File: src/design/tcwts_pkg.sv
`timescale 1ns / 1ps

package tcwts_pkg;

   localparam int READING_W      = 12;
   localparam int NIBBLE_SHIFT   = 4;
   localparam int SENSOR_ADDR_W  = 7;
   localparam int RAW_BYTE_W     = 8;
   localparam int MEAN_W         = 16;
   localparam int COUNT_OUT_W    = 7;
   localparam int CSR_INDEX_W    = 1;

   localparam logic [CSR_INDEX_W-1:0] CSR_FIRST_ADDR  = 1'b0;
   localparam logic [CSR_INDEX_W-1:0] CSR_SECOND_ADDR = 1'b1;

   localparam logic [SENSOR_ADDR_W-1:0] FIRST_ADDR_RESET  = 7'd72;
   localparam logic [SENSOR_ADDR_W-1:0] SECOND_ADDR_RESET = 7'd73;

   typedef enum logic [3:0] {
      ST_IDLE   = 4'b0001,
      ST_READ   = 4'b0010,
      ST_DIVIDE = 4'b0100,
      ST_OUTPUT = 4'b1000
   } state_type;

   typedef struct packed {
      logic busy;
      logic done;
   } div_status_type;

endpackage

File: src/design/tcwts_divider.sv
`timescale 1ns / 1ps

module tcwts_divider
   import tcwts_pkg::*;
#(
   parameter int DVD_W = 20,
   parameter int DVS_W = 4
) (
   input  logic             clock,
   input  logic             reset,
   input  logic             start,
   input  logic [DVD_W-1:0] dividend,
   input  logic [DVS_W-1:0] divisor,
   output div_status_type   status,
   output logic [DVD_W-1:0] quotient
);

   localparam int STEP_W = $clog2(DVD_W + 1);

   logic [DVS_W-1:0]  rem_ff, rem_in;
   logic [DVD_W-1:0]  quo_ff, quo_in;
   logic [DVS_W-1:0]  dvs_ff;
   logic [STEP_W-1:0] step_ff, step_in;
   logic              busy_ff, busy_in;
   logic              done_ff, done_in;
   logic [DVS_W:0]    shifted;
   logic              fits;

   assign shifted = {rem_ff, quo_ff[DVD_W-1]};
   assign fits    = shifted >= {1'b0, dvs_ff};

   always_comb begin
      rem_in  = rem_ff;
      quo_in  = quo_ff;
      step_in = step_ff;
      busy_in = busy_ff;
      done_in = 1'b0;
      if (start) begin
         rem_in  = '0;
         quo_in  = dividend;
         step_in = STEP_W'(DVD_W);
         busy_in = 1'b1;
      end else if (busy_ff) begin
         rem_in  = fits ? DVS_W'(shifted - {1'b0, dvs_ff}) : shifted[DVS_W-1:0];
         quo_in  = {quo_ff[DVD_W-2:0], fits};
         step_in = step_ff - 1'b1;
         if (step_ff == STEP_W'(1)) begin
            busy_in = 1'b0;
            done_in = 1'b1;
         end
      end
   end

   always_ff @(posedge clock) begin
      if (reset) begin
         busy_ff <= 1'b0;
         done_ff <= 1'b0;
         step_ff <= '0;
      end else begin
         busy_ff <= busy_in;
         done_ff <= done_in;
         step_ff <= step_in;
      end
   end

   always_ff @(posedge clock) begin
      rem_ff <= rem_in;
      quo_ff <= quo_in;
      if (start) begin
         dvs_ff <= divisor;
      end
   end

   assign status.busy = busy_ff;
   assign status.done = done_ff;
   assign quotient    = quo_ff;

endmodule

File: src/design/two_channel_window_temperature_stats.sv
// Flow: an accepted matching item passes ST_READ, then the bit-serial mean divider in ST_DIVIDE,
//   then waits in ST_OUTPUT; an item whose address matches no channel goes straight to ST_OUTPUT.
// Throughput: one item at a time; req_tready is high only in ST_IDLE, so a new item is taken
//   only after the response to the last one has been accepted with rsp_tready. The mean divider
//   has DVD_W = 16 + bits of WINDOW+1 (20 at WINDOW = 10).
// Reset: synchronous, active high; clears counts, totals, positions and handshakes and
//   restores the sensor addresses to 72 and 73. Window memory needs no clearing pass.
`timescale 1ns / 1ps

module two_channel_window_temperature_stats
   import tcwts_pkg::*;
#(
   parameter int WINDOW = 10
) (
   input  logic                     clock,
   input  logic                     reset,
   // csr
   input  logic                     csr_we,
   input  logic [CSR_INDEX_W-1:0]   csr_index,
   input  logic [SENSOR_ADDR_W-1:0] csr_wdata,
   // request: [6:0] sensor_address, [14:7] raw_high_byte, [22:15] raw_low_byte
   input  logic                     req_tvalid,
   output logic                     req_tready,
   input  logic [23:0]              req_tdata,
   // response: [11:0] min_reading, [23:12] max_reading, [39:24] mean_tenths,
   //           [46:40] valid_count
   output logic                     rsp_tvalid,
   input  logic                     rsp_tready,
   output logic [47:0]              rsp_tdata,
   // response user: [0] accepted, [1] channel_index
   output logic [1:0]               rsp_tuser
);

   localparam int ADDR_W = $clog2(2 * WINDOW);
   localparam int POS_W  = $clog2(WINDOW);
   localparam int CNT_W  = $clog2(WINDOW + 1);
   localparam int TOT_W  = READING_W + CNT_W;
   localparam int DVD_W  = TOT_W + 4;

   state_type state_ff, state_in;

   logic [SENSOR_ADDR_W-1:0] addr0_ff, addr1_ff;

   logic [POS_W-1:0]     pos_ff   [2];
   logic [CNT_W-1:0]     fill_ff  [2];
   logic [TOT_W-1:0]     total_ff [2];
   logic [READING_W-1:0] low_ff   [2];
   logic [READING_W-1:0] high_ff  [2];

   logic [READING_W-1:0] win_mem [2*WINDOW];
   logic [READING_W-1:0] rd_data_ff;

   logic                 ch_ff;
   logic [ADDR_W-1:0]    slot_ff;
   logic [READING_W-1:0] reading_ff;

   logic                 rsp_valid_ff, rsp_valid_in;
   logic [47:0]          rsp_data_ff;
   logic [1:0]           rsp_user_ff;

   logic [SENSOR_ADDR_W-1:0] req_addr;
   logic [READING_W-1:0]     req_reading;
   logic                     req_fire, match0, match1, req_match, req_ch;
   logic [ADDR_W-1:0]        req_slot;

   logic                 full;
   logic [TOT_W-1:0]     total_kept, total_new;
   logic [CNT_W-1:0]     fill_new;
   logic [READING_W-1:0] low_new, high_new;
   logic [DVD_W-1:0]     dividend;
   logic [POS_W-1:0]     pos_new;

   div_status_type   div_stat;
   logic [DVD_W-1:0] div_quo;
   logic             div_start;

   assign req_addr    = req_tdata[6:0];
   assign req_reading = {req_tdata[14:7], req_tdata[22:15+NIBBLE_SHIFT]};
   assign req_tready  = state_ff == ST_IDLE;
   assign req_fire    = req_tvalid && req_tready;
   assign match0      = req_addr == addr0_ff;
   assign match1      = req_addr == addr1_ff;
   assign req_match   = match0 || match1;
   assign req_ch      = !match0;
   assign req_slot    = req_ch ? ADDR_W'(WINDOW) + ADDR_W'(pos_ff[1]) : ADDR_W'(pos_ff[0]);

   // read-modify of the selected channel; memory data arrives in ST_READ
   assign full       = fill_ff[ch_ff] == CNT_W'(WINDOW);
   assign total_kept = full ? total_ff[ch_ff] - TOT_W'(rd_data_ff) : total_ff[ch_ff];
   assign total_new  = total_kept + TOT_W'(reading_ff);
   assign fill_new   = full ? fill_ff[ch_ff] : fill_ff[ch_ff] + 1'b1;
   assign pos_new    = (pos_ff[ch_ff] == POS_W'(WINDOW - 1)) ? '0 : pos_ff[ch_ff] + 1'b1;
   assign low_new    = (fill_ff[ch_ff] == '0 || reading_ff < low_ff[ch_ff])
                       ? reading_ff : low_ff[ch_ff];
   assign high_new   = (fill_ff[ch_ff] == '0 || reading_ff > high_ff[ch_ff])
                       ? reading_ff : high_ff[ch_ff];
   assign dividend   = (DVD_W'(total_new) << 3) + (DVD_W'(total_new) << 1);
   assign div_start  = state_ff == ST_READ;

   tcwts_divider #(
      .DVD_W (DVD_W),
      .DVS_W (CNT_W)
   ) u_divider (
      .clock    (clock),
      .reset    (reset),
      .start    (div_start),
      .dividend (dividend),
      .divisor  (fill_new),
      .status   (div_stat),
      .quotient (div_quo)
   );

   always_comb begin
      state_in     = state_ff;
      rsp_valid_in = rsp_valid_ff;
      case (state_ff)
         ST_IDLE: begin
            if (req_fire) begin
               if (req_match) begin
                  state_in = ST_READ;
               end else begin
                  state_in     = ST_OUTPUT;
                  rsp_valid_in = 1'b1;
               end
            end
         end
         ST_READ: begin
            state_in = ST_DIVIDE;
         end
         ST_DIVIDE: begin
            if (div_stat.done) begin
               state_in     = ST_OUTPUT;
               rsp_valid_in = 1'b1;
            end
         end
         ST_OUTPUT: begin
            if (rsp_tready) begin
               state_in     = ST_IDLE;
               rsp_valid_in = 1'b0;
            end
         end
         default: begin
            state_in     = ST_IDLE;
            rsp_valid_in = 1'b0;
         end
      endcase
   end

   always_ff @(posedge clock) begin
      if (reset) begin
         state_ff     <= ST_IDLE;
         rsp_valid_ff <= 1'b0;
         addr0_ff     <= FIRST_ADDR_RESET;
         addr1_ff     <= SECOND_ADDR_RESET;
         for (int c = 0; c < 2; c++) begin
            pos_ff[c]   <= '0;
            fill_ff[c]  <= '0;
            total_ff[c] <= '0;
            low_ff[c]   <= '0;
            high_ff[c]  <= '0;
         end
      end else begin
         state_ff     <= state_in;
         rsp_valid_ff <= rsp_valid_in;
         if (csr_we) begin
            case (csr_index)
               CSR_FIRST_ADDR:  addr0_ff <= csr_wdata;
               CSR_SECOND_ADDR: addr1_ff <= csr_wdata;
               default: ;
            endcase
         end
         if (state_ff == ST_READ) begin
            pos_ff[ch_ff]   <= pos_new;
            fill_ff[ch_ff]  <= fill_new;
            total_ff[ch_ff] <= total_new;
            low_ff[ch_ff]   <= low_new;
            high_ff[ch_ff]  <= high_new;
         end
      end
   end

   always_ff @(posedge clock) begin
      if (state_ff == ST_READ) begin
         win_mem[slot_ff] <= reading_ff;
      end
      if (req_fire && req_match) begin
         rd_data_ff <= win_mem[req_slot];
      end
   end

   always_ff @(posedge clock) begin
      if (req_fire) begin
         ch_ff      <= req_ch;
         slot_ff    <= req_slot;
         reading_ff <= req_reading;
         if (!req_match) begin
            rsp_data_ff <= '0;
            rsp_user_ff <= '0;
         end
      end
      if (state_ff == ST_DIVIDE && div_stat.done) begin
         rsp_data_ff <= {1'b0, COUNT_OUT_W'(fill_ff[ch_ff]), MEAN_W'(div_quo),
                         high_ff[ch_ff], low_ff[ch_ff]};
         rsp_user_ff <= {ch_ff, 1'b1};
      end
   end

   assign rsp_tvalid = rsp_valid_ff;
   assign rsp_tdata  = rsp_data_ff;
   assign rsp_tuser  = rsp_user_ff;

   a_fill_bound: assert property (@(posedge clock) disable iff (reset)
      fill_ff[0] <= CNT_W'(WINDOW) && fill_ff[1] <= CNT_W'(WINDOW))
      else $error("fill count above window");

   a_valid_state: assert property (@(posedge clock) disable iff (reset)
      rsp_tvalid == (state_ff == ST_OUTPUT))
      else $error("response valid outside output state");

   a_div_busy: assert property (@(posedge clock) disable iff (reset)
      div_stat.busy |-> state_ff == ST_DIVIDE)
      else $error("divider busy outside divide state");

   a_div_start: assert property (@(posedge clock) disable iff (reset)
      div_start |=> div_stat.busy)
      else $error("divider did not start");

   a_accepted_count: assert property (@(posedge clock) disable iff (reset)
      (rsp_tvalid && rsp_tuser[0]) |-> rsp_tdata[46:40] != '0)
      else $error("accepted item with empty window");

endmodule

File: config.mk
export PLATFORM = sky130hd
export DESIGN_NAME = two_channel_window_temperature_stats
export DESIGN_NICKNAME = d
export VERILOG_FILES = /design/src/design/tcwts_pkg.sv /design/src/design/tcwts_divider.sv /design/src/design/two_channel_window_temperature_stats.sv
export SDC_FILE = /design/constraint.sdc
export NUM_CORES = 1
export LEC_CHECK = 0
export BUFFER_PORTS_ARGS = -buffer_cell sky130_fd_sc_hd__buf_4
export CAP_MARGIN = 20
export CORE_MARGIN = 2
export CORE_UTILIZATION = 60
export CTS_BUF_LIST = sky130_fd_sc_hd__clkbuf_4
export CTS_CLUSTER_SIZE = 28
export DETAILED_ROUTE_END_ITERATION = 7
export HOLD_SLACK_MARGIN = 0.15
export PLACE_DENSITY_LB_ADDON = 0.2
export SLEW_MARGIN = 20
export SYNTH_ARGS = -nofsm -noshare
export SYNTH_HDL_FRONTEND = slang
export SYNTH_HIERARCHICAL = 1
export SYNTH_SLANG_ARGS = --single-unit
File: constraint.sdc
create_clock -name clock -period 20.6 [get_ports clock]
set_clock_uncertainty 0.2 [all_clocks]
set_input_delay 2.06 -clock clock [delete_from_list [all_inputs] [get_ports clock]]
set_output_delay 2.06 -clock clock [all_outputs]
set_load 0.03 [all_outputs]
==> summary.txt, run 1 <==
Floorplan
  – Initial Util: approximately 61%
  – DIE AREA: 37500 um^2
  – Boundary pin count: 89
  – Die X: just under 200 um
  – # rows: 69
  – Die span in y: ~190 um
  – Core ar.: ~35000 um^2

Timing
  – Final setup fails: 0
  – Hold slack final: ~250 ps
  – RSZ-0062 raised after global routing: no
  – Min Tclk post-route: 6940 ps
  – Fmax: approximately 140 MHz
  – Fin crit share: between 30 and 40%
  – Slew of the pin with the lowest slew margin: about 1100 ps
  – Final Max Tran Viols: 0
  – Slew headroom: between 20% and 30%
  – Fin. Hold Viols: 0
  – Setup TNS: 0 ps
  – Fin worst setup slack: ~14000 ps

Clock network
  – Resized Gates After CTS: 0
  – CTS sink count: 467
  – Worst skew pair latency: between 800 and 900 ps
  – Post-CTS Setup Inserts: 0
  – CTS tree: built
  – Inserted Clock Buffers: between 100 and 150
  – H-tree lvl count: 3
  – CTS clk-pin slew, worst paths: 60 ps
  – Cts hold-fix bufs: 0
  – Clock Root Buffer: clkbuf_4
  – Max Root-Sink Buffers: 3

Final layout
  – Final core utilization: approximately 69%
  – Register area: between 10000 and 15000 um^2
  – Multi-input gate area: between 7000 and 8000 um^2
  – Fraction of layout cells with a size suffix above 1: about a quarter
  – Layout area overhead: 12.8%
  – Fin nets: approximately 1800
  – Layout filler cell count: approximately 2400

Synthesis
  – Mean Syn Cell Area: 13.9 um^2
  – YS warnings: 6
  – Synth Cell Area: around 22000 um^2
  – Post-synthesis cell count: roughly 1600

Power and ir drop
  – Power Density: between 90 and 100 nW/um^2
  – Pleak: 9.44 nW
  – Max VDD drop: between 0.07 and 0.08 mV

Worst hold path
  – Hold Path Depth: 2
  – Hold Path Class: reg -> reg
  – Hold_sp: rsp_tuser[0]
  – Min-Delay Endpoint: rsp_tuser[0]

Setup path
  – Critical path class: reg -> reg
  – Worst r2r dst: u_divider/quotient[17]
  – Worst setup EP type: flop
  – WP data arrival: approximately 7300 ps
  – Slowest-stage cell, CP: buf_4
  – Worst path max stage delay: ~700 ps
  – CP Max Fanout: 53
  – Worst endpoint required time: around 21000 ps
  – Register-to-Register Setup Slack: 13660 ps
  – Cells on worst reg2reg path: 26
  – Startpoint Class: flop
  – Most used cell, CP: nor2_1

Global route
  – Initial antenna violation count: 1
  – Gr usage total: between 20% and 30%
  – Pin count of the biggest net entering global routing: 62
  – Global-route wire length before repair: a little over 70 mm
  – Vias in the first global route: 13600
  – Congestion Overflow GR: 0

Place
  – Pre-CTS setup slack: about 14000 ps
  – I/O Buffers: between 70 and 80
  – Placer's final routability congestion estimate: 0.812
  – Hpwl dp: approximately 28 mm

Routing
  – Drt initial violations: between 900 and 1000
  – Post-DR vias/cell: around 5.8
  – Drt first pass iters: 7
  – Final wirelength: 45.4 mm
  – # DRC: 0
  – Routed Antenna Nets: 0
  – Routed via count: 13200
  – DR WL/cell: around 20 um

Status
  – Outcome: finished clean

Job
  – Max Cap Viol: 0
metrics by stage:
stage,power (mW),cells,instance area (um^2)
2_1_floorplan,1.37,1556,21600
3_3_place_gp,1.46,2072,22800
3_5_place_dp,1.47,2073,22800
4_1_cts,2.24,2287,24300
5_1_grt,2.32,2288,24300
6_report,2.22,2288,24300
report_power, final:
group	switching [mW]	total, mW	internal (mW)
clock network	0.374	0.768	0.395
registers	0.0153	1.09	1.08
logic	0.221	0.359	0.137
total	0.610	2.22	1.61
worst max path at each step:
stage	from	end	slack (ps)
finish	flop	u_divider/quotient[17]	13660
global route	flop	u_divider/quotient[17]	13150
CTS	flop	u_divider/quotient[17]	13690
detailed placement	flop	u_divider/quotient[17]	13710
global placement	flop	u_divider/quotient[18]	13780
floorplan	flop	u_divider/quotient[17]	13590
layer usage:
layer / global-route usage (%) / up-vias / share of wire, %
met5: 0 / - / 0
met4: 9.61 / 0 / 2.6
met3: 6.16 / 92 / 8.4
met2: 40.5 / 464 / 48
met1: 32.4 / 6437 / 41
li1: - / 6183 / -
critical path: cells and delay by family (launching register included):
family	cells	cell delay, ps
fa+ha+maj	3	1040
buf+inv	2	790
flops	1	360
mux	3	990
xor+xnor	2	260
compound gates	9	2010
simple gates	7	980
cell usage in the layout, fill, tap and decap left out, drive strengths merged, types with 39 or more instances in the layout:
cell type,instances
clkbuf,171
a21oi,63
ha,74
edfxtp,435
mux4,60
mux2i,55
nor2,192
mux2,39
buf,118
inv,75
o21ai,55
nand2,146
sequential cells by signal, summed over array words and instances (netlist names), 12 cells and up, named ones only:
register	count
total_ff	32
reading_ff	12
win_mem	240
rd_data_ff	12
high_ff	24
low_ff	24
u_divider/quotient	20
rsp_tdata	44
area by class of cell:
cell class | count | area share, %
Antenna cell | 1 | 0.0103
Clock buffer | 171 | 5.28
Clock inverter | 43 | 0.879
Inverter | 72 | 1.11
Multi-Input combinational cell | 955 | 30.4
Sequential cell | 467 | 56.3
Tap cell | 461 | 2.37
Timing Repair Buffer | 118 | 3.64
No activity file was read; power rests on OpenSTA's default activity.
==> run 2, diff against run 1 <==
ABC_AREA = 1   (was unset)
CORE_UTILIZATION = 58   (was 60)
clock period = 5.9 ns   (was 20.6 ns; I/O delays follow)
==> run 2 against run 1 <==
Fmax is 28% higher. Cell area is 3.6% higher. Clock power grew to 3.6 times the previous value. First-iteration DRC count is 49% higher. Critical path depth is 6 higher. Power grew to 3.6 times the previous value. Flip-flop and latch count stayed put. Die area is 5.3% higher. Clock-buffer cell count is 9 higher. Final cell count is 24% higher. Combinational power grew to 3.9 times the previous value. Highest routed layer unchanged.
==> summary.txt, run 2 <==
Timing
  – RSZ-0062 raised after global routing: no
  – Fin crit share: 91.8% (+58 points)
  – Fin. Hold Viols: 0 (unchanged)
  – Slew of the pin with the lowest slew margin: 1070 ps (-9.37 ps)
  – Final setup fails: 0 (unchanged)
  – Fmax: 185 MHz (+28%)
  – Min Tclk post-route: 5410 ps (-1530 ps)
  – Slew headroom: 28.3% (+0.36 points)
  – Final Max Tran Viols: 0 (unchanged)
  – Setup TNS: 0 ps (unchanged)

Final layout
  – Fin nets: 2336 (+27%)
  – Register area: 13700 um^2 (about the same)
  – Most frequent cells in the layout: edfxtp_1, nor2_1, nand2_1
  – Biggest register: win_mem
  – Layout filler cell count: 2844 (+16%)
  – Layout area overhead: 14.6%
  – Multi-input gate area: 7390 um^2 (about the same)
  – Max FFs per register: 240 (unchanged)
  – Fraction of layout cells with a size suffix above 1: 18.3% (-5.8 points)
  – Commonest non-fill, non-tap cell in the layout: edfxtp_1

Clock network
  – Max Root-Sink Buffers: 3 (unchanged)
  – CTS sink count: 467 (unchanged)
  – CTS tree: built
  – Clock Root Buffer: clkbuf_4
  – Inserted Clock Buffers: 116 (+0.87%)
  – H-tree lvl count: 3 (unchanged)
  – Worst skew pair latency: 890 ps (+50 ps)
  – CTS clk-pin slew, worst paths: 70 ps (about the same)

Setup path
  – WP data arrival: 5800 ps (-1470 ps)
  – Worst endpoint required time: 6290 ps (-14630 ps)
  – CP Max Fanout: 20 (-62%)
  – Worst path max stage delay: 450 ps (-240 ps)
  – Crit path max-delay family: simple AND/OR/NAND/NOR gates
  – Slowest-stage cell, CP: dfxtp_4
  – Most used cell, CP: nand2_1
  – Critical path class: reg -> reg
  – Worst setup EP type: flop
  – Buf/Inv on CP: 6 (+4)
  – Startpoint Class: flop

Worst hold path
  – Hold Path Class: in -> reg

Synthesis
  – YS warnings: 6 (unchanged)
  – Mean Syn Cell Area: 10.8 um^2 (-22%)
  – Post-synthesis cell count: 2029 (+31%)
  – Synth Cell Area: 22000 um^2 (+1.9%)

Power and ir drop
  – Pleak: 10.1 nW (+6.4%)
  – Internal power: 5.62 mW (+250%)
  – Max VDD drop: 0.252 mV (+240%)
  – Reg power frac: 47.3% (-1.9 points)
  – Power Density: 314 nW/um^2 (+240%)
  – Psw: 2.29 mW (+280%)
  – Final Power: 7.91 mW (+260%)
  – Clock share of power: 34.8% (+0.2 points)
  – Sw Share: 29.0% (+1.5 points)
  – Combinational power share: 17.9% (+1.8 points)

Routing
  – Routed Antenna Nets: 0 (unchanged)
  – # DRC: 0 (unchanged)
  – Drt initial violations: 1450 (+49%)
  – DR WL/cell: 18.1 um (-8.8%)
  – Post-DR vias/cell: 5.54 (-3.8%)
  – Final wirelength: 51.3 mm (+13%)
  – Drt first pass iters: 7 (unchanged)
  – Routed via count: 15700 (+19%)

Global route
  – Initial antenna violation count: 2 (+1)
  – Pin count of the biggest net entering global routing: 109 (+76%)
  – Congestion Overflow GR: 0 (unchanged)
  – Vias in the first global route: 15500 (+14%)
  – Global-route wire length before repair: 79.8 mm (+11%)
  – Gr usage total: 26.4% (+1.5 points)

Floorplan
  – Initial Util: 58.7% (-2.1 points)
  – Boundary pin count: 89 (unchanged)
  – # rows: 71 (+2.9%)
  – Die X: 199 um (+2.6%)
  – Die span in y: 199 um (+2.6%)
  – DIE AREA: 39500 um^2 (+5.3%)
  – Core ar.: 37500 um^2 (+5.7%)

Status
  – Outcome: finished clean

Job
  – Max Cap Viol: 0 (unchanged)

Place
  – Hpwl dp: 30.9 mm (+10%)
  – I/O Buffers: 79 (unchanged)
  – Placer's final routability congestion estimate: 0.857 (+5.5%)
run 2: final timing paths:
check	slack [ps]	startpoint	cells after the start	endpoint
max reg2reg	490	flop	32	u_divider/quotient[18]
min	210	req_tdata[20]	2	reading_ff[1]
min reg2reg	250	rsp_tuser[0]	2	rsp_tuser[0]
max	490	flop	32	u_divider/quotient[18]
run 2: timing repair:
item,CTS,global route
setup buffers,0,4
hold buffers,39,0
hold endpoints to repair,54,0
endpoints found under the setup margin,0,5
gates resized for setup,0,9
run 2: final cells by class:
class | count | share of cell area (%)
flip-flops and latches | 467 | 54.4
multi-input cells | 1319 | 29.3
clock buffers | 180 | 5.36
repair buffers | 158 | 5.16
well taps | 511 | 2.54
inverters | 159 | 2.40
clock inverters | 36 | 0.799
diodes | 5 | 0.0496
run 2: metal layers:
metal  vias to the layer above  global-route usage (%)  share of wire [%]
li1                       7514                       -                  -
met1                      7493                    35.6                 42
met2                       607                    43.6                 48
met3                        91                    4.66                7.6
met4                         0                    8.54                1.9
met5                         -                       0                  0
run 2: metrics by stage:
step	utilization (%)	cell area, um^2	hold slack [ps]	worst slack, ps	instances
after floorplan	-	22000	228	352	2033
final	67.2	25200	215	485	2835
after CTS	66.9	25100	151	240	2825
after detailed placement	61.8	23200	240	300	2570
after global placement	61.7	23100	235	412	2570
after global routing	67.2	25200	160	10.4	2835
run 2: worst reg2reg max path, delay by kind of cell (launching register included):
kind                     cells  cell delay, ps
AND/OR/NAND/NOR             17            1830
adder cells (fa/ha/maj)      4            1250
buffers and inverters        6             580
flip-flops                   1             450
AO/OA/AOI/OAI                3             440
multiplexers                 1             220
XOR/XNOR                     1             170
run 2: power by group through the flow:
| stage | Clock [mW] | Combinational, mW | Sequential [mW] |
|---|---|---|---|
| 6_report | 2.76 | 1.41 | 3.74 |
| 3_3_place_gp | 0 | 1.31 | 3.81 |
| 5_1_grt | 2.97 | 1.57 | 3.75 |
| 2_1_floorplan | 0 | 0.927 | 3.87 |
| 4_1_cts | 2.80 | 1.37 | 3.74 |
| 3_5_place_dp | 0 | 1.35 | 3.81 |
